$ cat src/hdl/nrp_pkg.sv
`default_nettype none

package nrp_pkg;

  // State bits that take part in the exponent
  localparam int unsigned STATE_BITS = 32;
  localparam int unsigned BIT_IDX_W  = $clog2(STATE_BITS);
  localparam int unsigned TBL_IDX_W  = $clog2(STATE_BITS + 1);

  // Moduli, generator and their bit lengths
  localparam logic [31:0] NR_L   = 32'd9999929;
  localparam logic [31:0] NR_P   = 32'd4279969613;
  localparam logic [31:0] NR_G   = 32'd9999918;
  localparam int unsigned L_BITS = 24;
  localparam int unsigned P_BITS = 32;

  // Barrett constants, floor(2^(2k) / m)
  localparam logic [64:0] MU_L_FULL = (65'd1 << (2 * L_BITS)) / {33'd0, NR_L};
  localparam logic [64:0] MU_P_FULL = (65'd1 << (2 * P_BITS)) / {33'd0, NR_P};
  localparam logic [32:0] MU_L      = MU_L_FULL[32:0];
  localparam logic [32:0] MU_P      = MU_P_FULL[32:0];

  // Remainder width before correction: r < 3m
  localparam int unsigned RW = P_BITS + 3;

  localparam logic [31:0] E_INIT_FULL = 32'd650051 % NR_L;
  localparam logic [L_BITS-1:0] E_INIT = E_INIT_FULL[L_BITS-1:0];

  // Input action codes
  localparam logic ACT_RESEED   = 1'b0;
  localparam logic ACT_GENERATE = 1'b1;

  typedef enum logic {
    MOD_L,
    MOD_P
  } mod_sel_t;

  typedef struct packed {
    logic        start;
    mod_sel_t    sel;
    logic [31:0] a;
    logic [31:0] b;
  } mm_req_t;

  typedef struct packed {
    logic        done;
    logic [31:0] res;
  } mm_resp_t;

  function automatic logic [L_BITS-1:0] mult_coef(input logic [TBL_IDX_W-1:0] idx);
    logic [L_BITS-1:0] c;
    unique case (idx)
      6'd0:    c = 24'd650051;
      6'd1:    c = 24'd3948705;
      6'd2:    c = 24'd3142325;
      6'd3:    c = 24'd4036110;
      6'd4:    c = 24'd1141941;
      6'd5:    c = 24'd5739231;
      6'd6:    c = 24'd5725758;
      6'd7:    c = 24'd8299330;
      6'd8:    c = 24'd1776388;
      6'd9:    c = 24'd1423550;
      6'd10:   c = 24'd9260804;
      6'd11:   c = 24'd156410;
      6'd12:   c = 24'd1190436;
      6'd13:   c = 24'd61218;
      6'd14:   c = 24'd2382500;
      6'd15:   c = 24'd1738876;
      6'd16:   c = 24'd7978879;
      6'd17:   c = 24'd6010478;
      6'd18:   c = 24'd310917;
      6'd19:   c = 24'd4280253;
      6'd20:   c = 24'd24724;
      6'd21:   c = 24'd7087659;
      6'd22:   c = 24'd796099;
      6'd23:   c = 24'd8383655;
      6'd24:   c = 24'd7638286;
      6'd25:   c = 24'd1390415;
      6'd26:   c = 24'd7899225;
      6'd27:   c = 24'd5628976;
      6'd28:   c = 24'd1472292;
      6'd29:   c = 24'd4284966;
      6'd30:   c = 24'd9708041;
      6'd31:   c = 24'd4179835;
      6'd32:   c = 24'd3635954;
      default: c = '0;
    endcase
    return c;
  endfunction

endpackage

`default_nettype wire

$ cat src/hdl/nrp_mulmod.sv
`default_nettype none

// Shared modular multiplier: one 33x33 multiplier used three times
// (product, Barrett quotient, quotient times modulus), then a correction.
module nrp_mulmod (
  input  wire logic             clk,
  input  wire logic             rst_n,
  input  wire nrp_pkg::mm_req_t req,
  output nrp_pkg::mm_resp_t     resp
);
  import nrp_pkg::*;

  typedef enum logic [1:0] {
    M_IDLE,
    M_QUOT,
    M_REM,
    M_CORR
  } mm_state_t;

  mm_state_t      state_r;
  mod_sel_t       sel_r;
  logic [63:0]    x_r;
  logic [32:0]    q3_r;
  logic [RW-1:0]  r_r;
  logic [31:0]    res_r;
  logic           done_r;

  logic [32:0]    mul_a;
  logic [32:0]    mul_b;
  logic [65:0]    mul_p;
  logic [32:0]    q1;
  logic [32:0]    q3;
  logic [31:0]    m_sel;
  logic [RW-1:0]  m_ext;
  logic [RW-1:0]  m_dbl;
  logic [RW-1:0]  r_corr;

  assign m_sel = (sel_r == MOD_P) ? NR_P : NR_L;
  assign q1    = (sel_r == MOD_P) ? 33'(x_r >> (P_BITS - 1)) : 33'(x_r >> (L_BITS - 1));
  assign q3    = (sel_r == MOD_P) ? 33'(mul_p >> (P_BITS + 1)) : 33'(mul_p >> (L_BITS + 1));

  always_comb begin
    unique case (state_r)
      M_IDLE: begin
        mul_a = {1'b0, req.a};
        mul_b = {1'b0, req.b};
      end
      M_QUOT: begin
        mul_a = q1;
        mul_b = (sel_r == MOD_P) ? MU_P : MU_L;
      end
      M_REM: begin
        mul_a = q3_r;
        mul_b = {1'b0, m_sel};
      end
      default: begin
        mul_a = '0;
        mul_b = '0;
      end
    endcase
  end

  assign mul_p = 66'(mul_a) * 66'(mul_b);

  // Barrett leaves r below 3m
  assign m_ext  = RW'(m_sel);
  assign m_dbl  = m_ext << 1;
  assign r_corr = (r_r >= m_dbl) ? (r_r - m_dbl) :
                  (r_r >= m_ext) ? (r_r - m_ext) : r_r;

  always_ff @(posedge clk) begin
    if (!rst_n) begin
      state_r <= M_IDLE;
      done_r  <= 1'b0;
    end else begin
      done_r <= 1'b0;
      unique case (state_r)
        M_IDLE: begin
          if (req.start) begin
            x_r     <= mul_p[63:0];
            sel_r   <= req.sel;
            state_r <= M_QUOT;
          end
        end
        M_QUOT: begin
          q3_r    <= q3;
          state_r <= M_REM;
        end
        M_REM: begin
          r_r     <= x_r[RW-1:0] - mul_p[RW-1:0];
          state_r <= M_CORR;
        end
        M_CORR: begin
          res_r   <= r_corr[31:0];
          done_r  <= 1'b1;
          state_r <= M_IDLE;
        end
        default: state_r <= M_IDLE;
      endcase
    end
  end

  assign resp.done = done_r;
  assign resp.res  = res_r;

endmodule

`default_nettype wire

$ cat src/hdl/naor_reingold_prng.sv
// Channel   Direction  Handshake             Beat
// in        input      in_valid / in_ready   in_action, in_seed
// out       output     out_valid / out_ready out_random_value
// cfg       input      cfg_valid / cfg_ready cfg_data (fallback seed)
//
// Reseed: taken in S_IDLE without leaving it, so in_ready stays high.
// Generate: the exponent is built over the STATE_BITS state bits, one
// modular product per set bit, then g^e mod p by square-and-multiply;
// each modular product runs in turn on the shared multiplier.
// A finished value waits in the output register; the next beat is taken
// meanwhile. Synchronous active-low reset: state and fallback seed to 1.
`default_nettype none

module naor_reingold_prng (
  input  wire logic        clk,
  input  wire logic        rst_n,
  input  wire logic        in_valid,
  output logic             in_ready,
  input  wire logic        in_action,
  input  wire logic [31:0] in_seed,
  output logic             out_valid,
  input  wire logic        out_ready,
  output logic [31:0]      out_random_value,
  input  wire logic        cfg_valid,
  output logic             cfg_ready,
  input  wire logic [31:0] cfg_data
);
  import nrp_pkg::*;

  typedef enum logic [2:0] {
    S_IDLE,
    S_EXP,
    S_EXP_WAIT,
    S_POW_INIT,
    S_POW,
    S_POW_MWAIT,
    S_POW_SWAIT,
    S_OUT
  } state_t;

  state_t                 state_r;
  logic [31:0]            state_val_r;
  logic [31:0]            fallback_r;
  logic [L_BITS-1:0]      e_r;
  logic [L_BITS-1:0]      ex_r;
  logic [BIT_IDX_W-1:0]   bit_r;
  logic [31:0]            acc_r;
  logic [31:0]            sq_r;
  logic [31:0]            out_value_r;
  logic                   out_valid_r;

  mm_req_t                mm_req;
  mm_resp_t               mm_resp;
  logic [TBL_IDX_W-1:0]   tbl_idx;
  logic                   last_bit;

  assign tbl_idx  = TBL_IDX_W'(bit_r) + TBL_IDX_W'(1);
  assign last_bit = (bit_r == BIT_IDX_W'(STATE_BITS - 1));

  always_comb begin
    mm_req.start = 1'b0;
    mm_req.sel   = MOD_L;
    mm_req.a     = '0;
    mm_req.b     = '0;
    unique case (state_r)
      S_EXP: begin
        mm_req.start = state_val_r[bit_r];
        mm_req.a     = 32'(e_r);
        mm_req.b     = 32'(mult_coef(tbl_idx));
      end
      S_POW: begin
        // odd exponent: fold square into acc, else square
        mm_req.start = (ex_r != '0);
        mm_req.sel   = MOD_P;
        mm_req.a     = ex_r[0] ? acc_r : sq_r;
        mm_req.b     = sq_r;
      end
      default: ;
    endcase
  end

  nrp_mulmod u_mulmod (
    .clk   (clk),
    .rst_n (rst_n),
    .req   (mm_req),
    .resp  (mm_resp)
  );

  always_ff @(posedge clk) begin
    if (!rst_n) begin
      state_r     <= S_IDLE;
      out_valid_r <= 1'b0;
      state_val_r <= 32'd1;
      fallback_r  <= 32'd1;
    end else begin
      if (cfg_valid && cfg_ready) begin
        fallback_r <= cfg_data;
      end
      // S_OUT reloads the register itself
      if (out_valid_r && out_ready && (state_r != S_OUT)) begin
        out_valid_r <= 1'b0;
      end
      unique case (state_r)
        S_IDLE: begin
          if (in_valid) begin
            if (in_action == ACT_GENERATE) begin
              e_r     <= E_INIT;
              bit_r   <= '0;
              state_r <= S_EXP;
            end else begin
              state_val_r <= (in_seed != 32'd0) ? in_seed : fallback_r;
            end
          end
        end
        S_EXP: begin
          if (state_val_r[bit_r]) begin
            state_r <= S_EXP_WAIT;
          end else if (last_bit) begin
            state_r <= S_POW_INIT;
          end else begin
            bit_r <= bit_r + BIT_IDX_W'(1);
          end
        end
        S_EXP_WAIT: begin
          if (mm_resp.done) begin
            e_r <= mm_resp.res[L_BITS-1:0];
            if (last_bit) begin
              state_r <= S_POW_INIT;
            end else begin
              bit_r   <= bit_r + BIT_IDX_W'(1);
              state_r <= S_EXP;
            end
          end
        end
        S_POW_INIT: begin
          acc_r   <= 32'd1;
          sq_r    <= NR_G;
          ex_r    <= e_r;
          state_r <= S_POW;
        end
        S_POW: begin
          if (ex_r == '0) begin
            state_r <= S_OUT;
          end else if (ex_r[0]) begin
            state_r <= S_POW_MWAIT;
          end else begin
            state_r <= S_POW_SWAIT;
          end
        end
        S_POW_MWAIT: begin
          if (mm_resp.done) begin
            acc_r   <= mm_resp.res;
            ex_r[0] <= 1'b0;
            state_r <= S_POW;
          end
        end
        S_POW_SWAIT: begin
          if (mm_resp.done) begin
            sq_r    <= mm_resp.res;
            ex_r    <= ex_r >> 1;
            state_r <= S_POW;
          end
        end
        S_OUT: begin
          if (!out_valid_r || out_ready) begin
            out_value_r <= acc_r;
            out_valid_r <= 1'b1;
            state_val_r <= acc_r;
            state_r     <= S_IDLE;
          end
        end
        default: state_r <= S_IDLE;
      endcase
    end
  end

  assign in_ready         = (state_r == S_IDLE);
  assign cfg_ready        = 1'b1;
  assign out_valid        = out_valid_r;
  assign out_random_value = out_value_r;

endmodule

`default_nettype wire

$ cat config.mk
export PLATFORM = sky130hd
export DESIGN_NAME = naor_reingold_prng
export DESIGN_NICKNAME = d
export VERILOG_FILES = /design/src/hdl/nrp_pkg.sv /design/src/hdl/nrp_mulmod.sv /design/src/hdl/naor_reingold_prng.sv
export SDC_FILE = /design/constraint.sdc
export NUM_CORES = 2
export LEC_CHECK = 0
export BUFFER_PORTS_ARGS = -buffer_cell sky130_fd_sc_hd__buf_4
export CORE_MARGIN = 2
export CORE_UTILIZATION = 30
export CTS_CLUSTER_DIAMETER = 80
export DETAILED_ROUTE_END_ITERATION = 6
export GPL_TIMING_DRIVEN = 0
export MAX_ROUTING_LAYER = met4
export SLEW_MARGIN = 40
export SYNTH_ARGS = -nofsm -noshare
export SYNTH_HDL_FRONTEND = slang
export SYNTH_SLANG_ARGS = --single-unit
$ cat constraint.sdc
create_clock -name clk -period 19.45 [get_ports clk]
set_input_delay 3.89 -clock clk [delete_from_list [all_inputs] [get_ports clk]]
set_output_delay 3.89 -clock clk [all_outputs]
set_load 0.01 [all_outputs]
## After elaboration in Yosys (flattened, before gate mapping)

Memories as Yosys holds them, arrays and structs flattened.
Index checks and enable logic that the tools add are counted.

- Flip-flop bits (word level): 385
- ROM bits: 1536
- Input port bits: 70
- Word-level logic and storage cells: 132
- Memories: 1

- Add/subtract/negate cells: 5
- $mul: 1
- Order comparisons: 3
- Eq/ne operators: 23
- Multiplexer cells: 53
- Reduce and logical (&&, ||, !) cells: 28

Memory list:

| memory | depth | bits a word | rd ports | clocked after Yosys merged registers in | wr ports | RTL line | text |
|---|---|---|---|---|---|---|---|
| (name not given) | 64 | 24 | 1 | 0 | 0 | nrp_pkg.sv:52 | `unique case (idx)` |

Operator list:

| operator | count |
|---|---|
| $mux 32 | 9 |
| $pmux 33 s3 | 2 |
| $pmux 32 s2 | 3 |
| $pmux 64 s2 | 1 |
| $mux 33 | 3 |
| $mux 24 | 4 |
| $mul 33x33->66 | 1 |
| $sub 32x32->32 | 2 |
| $pmux 24 s2 | 1 |
| $pmux 23 s2 | 1 |
| $ge 35x32->1 | 1 |
| $ge 35x33->1 | 1 |
| $sub 35x35->35 | 1 |
| $reduce_bool 32->1 | 1 |
| $mux 5 | 5 |
| $logic_not 24->1 | 1 |
| $reduce_bool 24->1 | 1 |
| $mux 3 | 7 |
| $pmux 3 s7 | 1 |
| $pmux 5 s3 | 1 |
| $eq 3x3->1 const B | 4 |
| $reduce_and 3->1 | 4 |
| $reduce_and 6->1 | 2 |
| $ne 2x1->1 const B | 5 |
| other kinds (27) | 51 |

## Longest topological paths before layout

An unclocked memory read counts as a cell.

- Depth after elaboration: 6
- Depth in mapped cells: 49
- Gate-level depth less buffers: 44

## Cells and area by module

Synthesis repeated with hierarchy kept, for this count alone.

- Cell total of the unflattened synthesis: 6319
- Area, all modules: 56872.0 um^2

By module, submodules not included:

| module | instances | cells an instance | area each (um^2) | seq. area each (um^2) |
|---|---|---|---|---|
| nrp_mulmod | 1 | 5140 | 45338.5 | 5014.8 |
| naor_reingold_prng | 1 | 1179 | 11533.6 | 5835.6 |

## Worst setup path before layout

OpenSTA, ideal clock, no wires.

- Path type: register -> register
- Start point: register bit_r[3]
- End point: register u_mulmod.r_r[32], data pin
- Setup time: 0.269 ns
- Arrival: 10.461 ns
- Required time: 19.181 ns
- Slack: 8.720 ns
- Cell stages (with the launch flop): 38
- Clock period less this slack: 10.730 ns
- Cell sequence: edfxtp_1 clkbuf_1 clkbuf_1 buf_1 nand3_1 ha_1 clkbuf_1 clkbuf_1 clkbuf_1 nor2_1 o32ai_2 clkbuf_1 nand2_1 fa_1 fa_1 inv_1 fa_1 inv_1 (+2 left out) fa_1 fa_1 fa_1 inv_1 fa_1 inv_1 ha_1 a21o_1 a21o_1 a221o_1 a41oi_1 o41a_1 xor2_1 ha_1 a21o_1 or4b_2 nand2_1 a21oi_1

- Word-level cells in the longest chain between the ends: 6

Ends and longest elaborated chain:

| element | RTL line | text |
|---|---|---|
| from (decl) | naor_reingold_prng.sv:46 | `logic [BIT_IDX_W-1:0] bit_r;` |
| from (signal assigned) | naor_reingold_prng.sv:121 | `bit_r <= bit_r + BIT_IDX_W'(1);` |
| from (signal assigned) | naor_reingold_prng.sv:130 | `bit_r <= bit_r + BIT_IDX_W'(1);` |
| $add 5x1->6 | naor_reingold_prng.sv:57 | `assign tbl_idx = TBL_IDX_W'(bit_r) + TBL_IDX_W'(1);` |
| $mem_v2 64x24 | - |  |
| $pmux 64 s2 | naor_reingold_prng.sv:65 | `unique case (state_r)` |
| $pmux 33 s3 | nrp_mulmod.sv:43 | `unique case (state_r)` |
| $mul 33x33->66 | nrp_mulmod.sv:63 | `assign mul_p = 66'(mul_a) * 66'(mul_b);` |
| $sub 35x35->35 | nrp_mulmod.sv:90 | `r_r <= x_r[RW-1:0] - mul_p[RW-1:0];` |
| to (signal assigned) | nrp_mulmod.sv:90 |  |
| to (decl) | nrp_mulmod.sv:24 | `logic [RW-1:0] r_r;` |

Every way passes these cells.
A chain may end at the register's enable or synchronous reset.

## Worst setup path in the final report

- Start point: register bit_r[3]
- End point: register u_mulmod.r_r[34], data pin

Same word-level chain as after synthesis.

==> metrics.csv <==
stage,metric,value,unit
final_layout,Seq. cell area,10900,um2
worst_setup_path,worst reg-to-reg setup slack,5.06,ns
route,Detailed Routing Iterations Pass 1,7,
floorplanning,Chip Width,439,um
timing,count of final setup violators,0,
route,Final ANT Viol Nets,0,
status,failing checks,design-rule violations,
final_layout,share of cells above drive strength 1,7.14,%
clock_tree,clock-pin slew on the worst setup and hold paths,0.06,ns
grt,number of global-route vias before repair,47900,
floorplanning,core area,188000,um2
logic_synthesis,cell taking the most area after synthesis,fa_1,
route,DR WL/cell,26.6,um
timing,TNS Setup,0,ns
timing,Final Hold Viols,0,
place,Place WS,5.44,ns
logic_synthesis,Cells after Synth,6179,
clock_tree,Worst-Skew Late Latency,0.60,ns
logic_synthesis,post-synthesis register bit count,385,
worst_setup_path,Worst EP arrival,14.72,ns
clock_tree,CTS tree,built,
place,placed wire-length estimate,196,mm
timing,Fmax,0.0695,GHz
status,outcome,"finished, violations left",
floorplanning,Starting Density,30.2,%
logic_synthesis,Post-synth EDFFs,314,
hold_path,Hold Path Sink,fallback_r[0],
timing,relative slew slack,32.1,%
logic_synthesis,Area contributors post-synth,"fa_1 (34%), edfxtp_1 (17%), ha_1 (7.7%), inv_1 (6.7%), nand2_1 (5.9%)",
place,GPL Wtd Cong,1.05,
route,Vias/cell,5.34,
clock_tree,setup bufs post-CTS,0,
logic_synthesis,Yosys cell types,101,
final_layout,fillers,19600,
final_layout,area taken by multi-input logic gates,41000,um2
timing,Hold Worst Slack,0.474,ns
timing,Tcrit/Tclk final,74.0,%
timing,fin crit period,14.39,ns
final_layout,end-of-flow core utilization,33.4,%
worst_setup_path,r2r startpoint,bit_r[3],
worst_setup_path,RR Endpoint,u_mulmod.r_r[34],
logic_synthesis,Synth Net Count,7557,
route,via count,47400,
hold_path,worst min-delay path category,flop to flop,
worst_setup_path,Worst Path Max Fanout,10,
logic_synthesis,average size of a mapped cell,9.18,um2
logic_synthesis,"Seq/Total Area, Yosys",19.1,%
hold_path,hold path startpoint,fallback_r[0],
logic_synthesis,asr flop ratio synth,0,%
clock_tree,Max clock buf depth,3,
worst_setup_path,cell family with most CP delay,adder cells,
worst_setup_path,endpoint class of the critical path,flop,
worst_setup_path,Reg2Reg Depth,38,
logic_synthesis,mapped cell area,56700,um2
place,port bufs,101,
timing,clk_skew,0.0518,ns
hold_path,Hold Path Depth,2,
clock_tree,Num Clock Sinks,385,
route,DR DRC count,2,
grt,pin count of the biggest net entering global routing,39,
timing,Slew @ Worst Pin,1.02,ns
grt,initial antenna violation count,7,
worst_setup_path,Crit path top cell by count,fa_1,
grt,gr ovfl total,0,
logic_synthesis,ys flop type,edfxtp_1,
timing,Final Slew Violations,0,
floorplanning,Die Height,439,um
clock_tree,number of buffers created by CTS,42,
job,Max Cap Violations,0,
logic_synthesis,Commonest cells post-synth,"inv_1 (1019), fa_1 (959), nand2_1 (885)",
logic_synthesis,synth warn,0,
grt,total global-route track usage,25.1,%
timing,RSZ-0062 raised after global routing,false,
clock_tree,hold_buf cts,0,
worst_setup_path,crit path launch type,flop,
timing,final worst slack,5.06,ns
final_layout,Nets,7731,
logic_synthesis,Synth top area share,33.9,%
worst_setup_path,"Slowest-stage cell, CP",a211oi_1,
clock_tree,post-cts resize count,0,
worst_setup_path,Crit path required time,19.78,ns
worst_setup_path,CP bufs+invs,11,
floorplanning,num ports,105,
floorplanning,die area,193000,um2
final_layout,Area Growth Syn to Fin,10.7,%
clock_tree,H-tree depth,2,
route,Post-Route WL,237,mm
logic_synthesis,most numerous cell in the Yosys netlist,inv_1,
worst_setup_path,crit-path max cell delay,0.71,ns
floorplanning,Row Count,159,
route,initial detailed-routing violation count,5587,
clock_tree,Clock Tree Root,clkbuf_16,
worst_setup_path,crit path kind,flop to flop,
grt,global-route wire length before repair,342,mm
==> cell usage in the layout (no fill, tap or decap), drive strengths merged, types with 24 or more instances in the layout <==
| master | count |
|---|---|
| o21bai | 24 |
| edfxtp | 314 |
| nand2b | 89 |
| nand3 | 44 |
| o21ai | 180 |
| o211ai | 25 |
| nor2 | 570 |
| nor3 | 40 |
| a211oi | 67 |
| a21oi | 258 |
| nand2 | 885 |
| a31oi | 36 |
| buf | 188 |
| and3 | 94 |
| ha | 349 |
| clkbuf | 340 |
| mux2 | 52 |
| nor2b | 118 |
| xnor2 | 71 |
| inv | 1022 |
| xor2 | 47 |
| mux2i | 72 |
| and2 | 59 |
| fa | 959 |
| a21o | 58 |
| dfxtp | 71 |
| o21a | 47 |
==> how the worst max path moves through the flow <==
stage | startpoint | to | cells past startpoint
2_1_floorplan | bit_r[3] | u_mulmod.r_r[32] | 37
3_3_place_gp | bit_r[3] | u_mulmod.r_r[33] | 43
3_5_place_dp | bit_r[3] | u_mulmod.r_r[34] | 38
4_1_cts | bit_r[3] | u_mulmod.r_r[33] | 40
5_1_grt | bit_r[3] | u_mulmod.r_r[33] | 40
6_report | bit_r[3] | u_mulmod.r_r[34] | 38
==> metrics by stage <==
step                instances  area, um2
detailed placement       8804      61300
global placement         8775      60600
floorplan                6179      56700
global route             8884      62800
CTS                      8880      62700
finish                   8887      62800
==> registers in the layout (all words and copies together), names as in the netlist <==
name / flops
u_mulmod.state_r: 2
sq_r: 32
acc_r: 32
u_mulmod.q3_r: 33
out_random_value: 32
state_r: 3
u_mulmod.sel_r: 1
u_mulmod.x_r: 64
u_mulmod.r_r: 35
bit_r: 5
fallback_r: 32
ex_r: 24
e_r: 24
out_valid: 1
state_val_r: 32
u_mulmod.res_r: 32
u_mulmod.done_r: 1
==> kinds of logic (layout without fill, tap and decap cells) <==
family / after synthesis / after routing / synth area share [%]
adders and majority gates: 1308 / 1308 / 41.6
xor gates and xnor gates: 118 / 118 / 1.84
and+or+nand+nor: 2002 / 2002 / 15.6
muxes: 135 / 135 / 2.75
buffers and inverters: 1365 / 1571 / 9.12
AOI/OAI and AO/OA: 865 / 865 / 9.96
DFF: 385 / 385 / 19.1
other: 1 / 8 / 0.00661
==> worst min-delay path, delay by kind of cell (launching register included) <==
family,cells,cell delay [ns]
DFF,1,0.33
and+or+nand+nor,1,0.06
muxes,1,0.06
==> final cells by class <==
class	instances	area share, %
flip-flops and latches	385	17.3
plain buffers	345	2.26
clock inverters	23	0.443
inverters	1020	6.10
multi-input cells	4429	65.3
repair buffers	130	1.79
diodes	7	0.0279
clock buffers	53	1.81
well taps	2495	4.97
==> per-layer routing <==
metal	GRT usage (%)	part of all wire (%)	wire [um]	vias to the layer above
met5	-	0	0	-
met4	11.5	5.7	13400	0
met1	33.6	41	97200	24200
met2	36.4	43	102000	2631
li1	-	-	-	20100
met3	5.24	10	24100	533
Power is left out: the tool's default activity adds up to more than one toggle a clock period on the data nets, which glitch-free logic cannot reach.
